## config.mk

```make
export PLATFORM = sky130hd
export DESIGN_NAME = ssrt_div
export DESIGN_NICKNAME = d
export VERILOG_FILES = /design/src/rtl/sprite_screen_rect_transform_defines.svh /design/src/rtl/ssrt_pkg.sv /design/src/rtl/ssrt_div.sv
export SDC_FILE = /design/constraint.sdc
export NUM_CORES = 2
export LEC_CHECK = 0
export BUFFER_PORTS_ARGS = -buffer_cell sky130_fd_sc_hd__buf_2
export CAP_MARGIN = 20
export CORE_MARGIN = 2
export CORE_UTILIZATION = 64
export CTS_CLUSTER_SIZE = 16
export DETAILED_ROUTE_END_ITERATION = 7
export PLACE_DENSITY = 0.77
export SYNTH_ARGS = -nofsm -noshare
export SYNTH_HDL_FRONTEND = slang
export SYNTH_SLANG_ARGS = --single-unit
export TNS_END_PERCENT = 20
```

## constraint.sdc

```tcl
create_clock -name aclk -period 8.4 [get_ports aclk]
set_input_delay 1.26 -clock aclk [delete_from_list [all_inputs] [get_ports aclk]]
set_output_delay 1.26 -clock aclk [all_outputs]
set_load 0.01 [all_outputs]
```

## src/rtl/sprite_screen_rect_transform_defines.svh

```systemverilog
// Assertion macros shared by the sprite rectangle transform RTL
`ifndef SPRITE_SCREEN_RECT_TRANSFORM_DEFINES_SVH
`define SPRITE_SCREEN_RECT_TRANSFORM_DEFINES_SVH

// same-cycle implication, checked on aclk outside reset
`define SSRT_ASSERT_NOW(label, ante, cons, msg) \
    label: assert property (@(posedge aclk) disable iff (!aresetn) (ante) |-> (cons)) \
        else $error(msg);

// next-cycle implication, checked on aclk outside reset
`define SSRT_ASSERT_NEXT(label, ante, cons, msg) \
    label: assert property (@(posedge aclk) disable iff (!aresetn) (ante) |=> (cons)) \
        else $error(msg);

`endif

```

## src/rtl/ssrt_pkg.sv

```systemverilog
// Types, constants and helper functions of the sprite rectangle transform
`timescale 1ns / 1ps
package ssrt_pkg;

    localparam int SINE_TABLE_BITS = 10;
    localparam int PHASE_W         = 16;
    localparam int PHASE_DROP      = PHASE_W - SINE_TABLE_BITS;
    localparam logic [PHASE_W-1:0] PHASE_MASK =
        ~((PHASE_W'(1) << PHASE_DROP) - PHASE_W'(1));

    localparam logic [31:0] SIN_C1  = 32'd1686629713;
    localparam logic [31:0] SIN_C3  = 32'd693598669;
    localparam logic [31:0] SIN_C5  = 32'd85569306;
    localparam logic [31:0] SIN_C7  = 32'd5026995;
    localparam logic [31:0] SIN_C9  = 32'd172272;
    localparam logic [30:0] Q30_ONE = 31'h4000_0000;

    localparam int SIN_LAT   = 7;
    localparam int ROT_LAT   = 2;
    localparam int PROJ_LAT  = 3;
    localparam int DIV_STEPS = 17;
    localparam int DIV_LAT   = DIV_STEPS + 1;
    localparam int PIPE_LAT  = 1 + SIN_LAT + ROT_LAT + PROJ_LAT + DIV_LAT;

    localparam int SIZE_W = 28;
    localparam int XW     = 35;
    localparam int NW     = 39;
    localparam int MAG_W  = 54;
    localparam int DIV_W  = 25;

    localparam int CFG_IDX_W  = 3;
    localparam int CFG_DATA_W = 32;

    localparam logic [CFG_IDX_W-1:0] REG_WINDOW_WIDTH  = 3'd0;
    localparam logic [CFG_IDX_W-1:0] REG_WINDOW_HEIGHT = 3'd1;
    localparam logic [CFG_IDX_W-1:0] REG_VIEW_WIDTH    = 3'd2;
    localparam logic [CFG_IDX_W-1:0] REG_VIEW_HEIGHT   = 3'd3;
    localparam logic [CFG_IDX_W-1:0] REG_CAMERA_X      = 3'd4;
    localparam logic [CFG_IDX_W-1:0] REG_CAMERA_Y      = 3'd5;
    localparam logic [CFG_IDX_W-1:0] REG_CAMERA_ANGLE  = 3'd6;

    typedef struct packed {
        logic        [13:0] win_w;
        logic        [13:0] win_h;
        logic        [15:0] view_w;
        logic        [15:0] view_h;
        logic signed [31:0] cam_x;
        logic signed [31:0] cam_y;
        logic signed [15:0] cam_ang;
    } cfg_t;

    typedef struct packed {
        logic        [SIZE_W-1:0] sw;
        logic        [SIZE_W-1:0] sh;
        logic                     parented;
        logic signed [31:0]       px;
        logic signed [31:0]       py;
        logic signed [31:0]       parx;
        logic signed [31:0]       pary;
    } geom_t;

    typedef struct packed {
        logic        [11:0] w;
        logic        [11:0] h;
        logic signed [15:0] deg;
        logic        [1:0]  flip;
    } side_t;

    function automatic logic [15:0] view_eff(logic [15:0] v);
        return (v == 16'd0) ? 16'd1 : v;
    endfunction

    // quarter-wave argument in Q1.30, folded on odd quadrants
    function automatic logic [30:0] phase_u(logic [PHASE_W-1:0] ph);
        logic [14:0] u14;
        u14 = ph[14] ? (15'd16384 - {1'b0, ph[13:0]}) : {1'b0, ph[13:0]};
        return {u14, 16'd0};
    endfunction

    function automatic logic [15:0] sat_q_signed(logic [DIV_STEPS-1:0] q, logic ovf,
                                                 logic neg);
        logic [DIV_STEPS-1:0] nq;
        nq = DIV_STEPS'(0) - q;
        if (neg) begin
            return (ovf || q > DIV_STEPS'(32768)) ? 16'h8000 : nq[15:0];
        end
        return (ovf || q > DIV_STEPS'(32767)) ? 16'h7FFF : q[15:0];
    endfunction

    function automatic logic [14:0] sat_q_size(logic [DIV_STEPS-1:0] q, logic ovf);
        return (ovf || q > DIV_STEPS'(32767)) ? 15'h7FFF : q[14:0];
    endfunction

    function automatic logic [15:0] sat16(logic signed [23:0] v);
        if (v > 24'sd32767) begin
            return 16'h7FFF;
        end
        if (v < -24'sd32768) begin
            return 16'h8000;
        end
        return v[15:0];
    endfunction

endpackage

```

## src/rtl/ssrt_div.sv

```systemverilog
// Pipelined restoring divider by 512 times the viewport size, one quotient bit a stage
`timescale 1ns / 1ps
module ssrt_div (
    input  logic                              aclk,
    input  logic                              en,
    input  logic [ssrt_pkg::MAG_W-1:0]        mag,
    input  logic                              neg,
    input  logic [ssrt_pkg::DIV_W-1:0]        d,
    output logic [ssrt_pkg::DIV_STEPS-1:0]    q,
    output logic                              ovf,
    output logic                              neg_out
);
    import ssrt_pkg::*;

    logic [MAG_W-1:0]     d_ext;
    logic [MAG_W-1:0]     rem_reg [DIV_STEPS];
    logic [DIV_STEPS-1:0] q_reg   [1:DIV_STEPS];
    logic                 ovf_reg [DIV_STEPS+1];
    logic                 neg_reg [DIV_STEPS+1];

    assign d_ext = {{(MAG_W-DIV_W){1'b0}}, d};

    always_ff @(posedge aclk) begin
        if (en) begin
            rem_reg[0] <= mag;
            ovf_reg[0] <= (mag >= (d_ext << DIV_STEPS));
            neg_reg[0] <= neg;
            for (int k = 1; k <= DIV_STEPS; k++) begin
                ovf_reg[k] <= ovf_reg[k-1];
                neg_reg[k] <= neg_reg[k-1];
            end
        end
    end

    for (genvar i = 1; i <= DIV_STEPS; i++) begin : g_step
        localparam int B = DIV_STEPS - i;
        logic [MAG_W-1:0] dsh;
        logic             ge;

        assign dsh = d_ext << B;
        assign ge  = (rem_reg[i-1] >= dsh);

        if (i == 1) begin : g_first
            always_ff @(posedge aclk) begin
                if (en) begin
                    q_reg[i] <= {{(DIV_STEPS-1){1'b0}}, ge};
                end
            end
        end else begin : g_rest
            always_ff @(posedge aclk) begin
                if (en) begin
                    q_reg[i] <= {q_reg[i-1][DIV_STEPS-2:0], ge};
                end
            end
        end

        if (i < DIV_STEPS) begin : g_rem
            always_ff @(posedge aclk) begin
                if (en) begin
                    rem_reg[i] <= ge ? (rem_reg[i-1] - dsh) : rem_reg[i-1];
                end
            end
        end
    end

    assign q       = q_reg[DIV_STEPS];
    assign ovf     = ovf_reg[DIV_STEPS];
    assign neg_out = neg_reg[DIV_STEPS];

endmodule

```

==> metrics.yaml <==
worst_setup_path:
  crit_path_cell_trace: "buf_2 -> inv_2 -> buf_4 -> fa_1 -> a211o_1 -> a211oi_1 -> o221ai_1 -> o311ai_0 -> a2111oi_0 -> o21ai_1 -> nor2_1 -> and3_1 -> xor2_1"
  worst-path-max-fanout: 19
  worst-r2r-setup-slack_ps: 3640
  cp.arrival_ps: 5820
  slowest_stage: "sky130_fd_sc_hd__o311ai_0"
  required_ps: 8880
  worstReg2RegEnd: "rem_reg[8][41]"
  path_class: "in -> reg"
  r2r_start: "rem_reg[7][89]"
  worst_setup_path_end_kind: "register"
  worstSetupStartpointType: "primary input"
  max_stage_delay_ps: 780
  reg2regPathDepth: 11
synthesis:
  synth_xor_area_frac: 0.0844
  synth-simple-area-share: 0.153
  combinational_family_with_the_most_area_after_synthesis: "simple AND/OR/NAND/NOR gates"
  synthFlopType: "sky130_fd_sc_hd__edfxtp_1"
  mappedNetlistArea_um2: 67700
  yosys_register_bits: 1107
  top_cells_by_instance_count_after_synthesis: "1107 x sky130_fd_sc_hd__edfxtp_1, 591 x sky130_fd_sc_hd__nand2_1, 499 x sky130_fd_sc_hd__a21oi_1"
  ys_seq_area_frac: 0.491
  synth-edff-count: 1107
  fraction_of_synthesized_area_in_multiplexers: 0.00886
  synth-compound-area-share: 0.152
  synthCells: 6367
  asyncSetResetFlopFracSynth: 0
  syn_nets: 6915
  yosys.area.top_type_share: 0.491
  avgSynthCellArea_um2: 10.6
  synth.yosys.warnings: 0
  yosys.cell_count.top_type: "sky130_fd_sc_hd__edfxtp_1"
  synth_cell_types: 92
  yosys.area.top_type: "sky130_fd_sc_hd__edfxtp_1"
  post_synth_fa_ha_maj_area_fraction: 0.0879
  synth_top_cells_by_area: "sky130_fd_sc_hd__edfxtp_1 49%, sky130_fd_sc_hd__ha_1 8.3%, sky130_fd_sc_hd__xor2_1 4.5%"
global_routing:
  grt_util_all_layers: 0.321
  total_congestion_overflow_after_global_routing: 0
  grt_antenna_before_repair: 1
  first_pass_grt_wire_length_mm: 272
  first_global_vias: 48500
  grt_max_degree: 190
floorplan:
  chipHeight_um: 329
  start_util: 0.644
  die_width_um: 329
  io-pin-count: 101
  placeableCoreArea_um2: 105000
  placement_rows: 119
  die_area_um2: 108000
clocking:
  clk_latency_ps: 730
  clock-root-buffer: "sky130_fd_sc_hd__clkbuf_16"
  largest_buffer_count_on_any_clock_path: 3
  ctsHoldBuffers: 0
  clock_pin_slew_of_the_registers_on_the_worst_case_setup_and_hold_paths_ps: 60
  cts.sinks: 1107
  cts_tree: "built"
  postCtsResizedCells: 0
  cts_inserted_buffers: 116
  postCtsSetupRepairBufs: 0
  htree_levels: 3
final_layout:
  syn_to_final_growth_pct: 8.88
  largest_reg_flops: 918
  antenna_cells_inserted: 0
  postLayoutCellArea_um2: 73700
  finalNetCount: 6967
  final_layout_size_suffix_gt1_frac: 0.0706
  finish.cell_count_without_fillers: 7910
detailed_routing:
  post_detailed_route_via_to_cell_ratio: 6.45
  postRouteWirelength_mm: 176
  dr.pass1.iters: 6
  remaining_drc_errors: 0
  wl_per_cell_um: 22.2
  drtAntennaViolNets: 0
  vias: 51000
  initialDrtViolationCount: 4914
power:
  power.ir.vdd_worst_uv: 256
  leakage_uw: 0.0273
  power.density_nw_per_um2: 323
  total_power_uw: 23800
sta:
  timing.final.hold_violations: 0
  final-setup-viol-count: 0
  slew_violations: 0
  max_slew.worst_pin.slew_ps: 1100
  finalWorstPathRequiredPeriod_ps: 5350
  timing.setup.tns_ps: 0
  final_min_period_over_clock_period: 0.636
  timing.clock.skew_ps: 25.5
  rsz_0062_raised_after_global_routing: "no"
  timing.fmax_mhz: 187
  max_slew_margin: 0.258
  timing.final.ws_setup_ps: 3050
worst_hold_path:
  worst_hold_startpoint: "q_reg[7][19]"
  min_delay_path_depth: 0
  timing.hold.worst.class: "reg -> reg"
  whs_endpoint: "q_reg[8][3]"
placed_design:
  io_buffers: 100
  standard_cell_area_after_detailed_placement_um2: 69600
  placement.setup.worst_slack_ps: 2230
  placedCellCount: 7691
  post-dp-hpwl_mm: 129
  gp_routability_congestion: 0.967
outcome:
  outcome: "completed"
flow_run:
  drv_cap: 0
==> worst max-delay path: cells and delay by family <==
| family | cells | cell delay (ps) |
|---|---|---|
| compound gates | 6 | 2460 |
| xor+xnor | 1 | 140 |
| fa+ha+maj | 1 | 520 |
| buf+inv | 3 | 910 |
| simple gates | 2 | 500 |
==> cells by family after synthesis <==
kind of cell	after synthesis
AO/OA/AOI/OAI	1644
AND/OR/NAND/NOR	2061
multiplexers	54
XOR/XNOR	652
adder cells (fa/ha/maj)	466
flip-flops	1107
buffers and inverters	383
==> placed cells by master, fill, tap and decap left out, drive strengths merged, types with 30 or more instances in the layout <==
master	instances
ha	450
nor4	135
o31ai	34
or3	75
clkinv	51
nand2b	77
a21oi	500
mux2	47
nand2	591
a31oi	41
nand3	107
nor2b	60
o21bai	59
buf	159
a21o	217
xor2	346
inv	161
nand4	124
a211oi	52
o21a	62
xnor2	306
nor2	429
nor3	194
or4	57
clkbuf	133
edfxtp	1107
or2	34
o211ai	30
and3	30
o21ai	434
==> power breakdown <==
part	switching (uW)	leakage, uW	internal [uW]
registers	1040	0.0107	7930
logic	5500	0.0146	3860
clock network	2240	0.00196	3230
==> how the worst max path moves through the flow <==
stage,slack [ps],startpoint,end,cells after the start
after floorplan,3510,d[1],rem_reg[6][95],12
after global placement,2360,d[6],rem_reg[6][105],13
after detailed placement,2230,d[1],rem_reg[6][89],13
after CTS,3040,d[6],rem_reg[6][89],13
after global routing,2870,d[1],rem_reg[7][93],13
final,3050,d[1],rem_reg[7][93],13
==> metrics by stage <==
stage / hold slack, ps / util
finish: 400 / 0.701
global route: 412 / 0.701
CTS: 404 / 0.701
detailed placement: 405 / 0.662
global placement: 400 / 0.662
floorplan: 400 / -
==> per-layer routing <==
metal | global-route usage | share of wire | vias to the layer above
met2 | 0.538 | 0.48 | 1938
met4 | 0.136 | 0.048 | 0
met5 | 0 | 0 | -
met3 | 0.0446 | 0.063 | 467
li1 | - | - | 24200
met1 | 0.420 | 0.41 | 24400
==> cell type report <==
class / instances / area, um2
Multi-Input combinational cell: 4877 / 33000
Tap cell: 1391 / 1740
Inverter: 158 / 596
Clock buffer: 133 / 3010
Sequential cell: 1107 / 33200
Fill cell: 7813 / 31400
Clock inverter: 85 / 1060
Timing Repair Buffer: 159 / 1050
No activity file was read; power rests on OpenSTA's default activity.
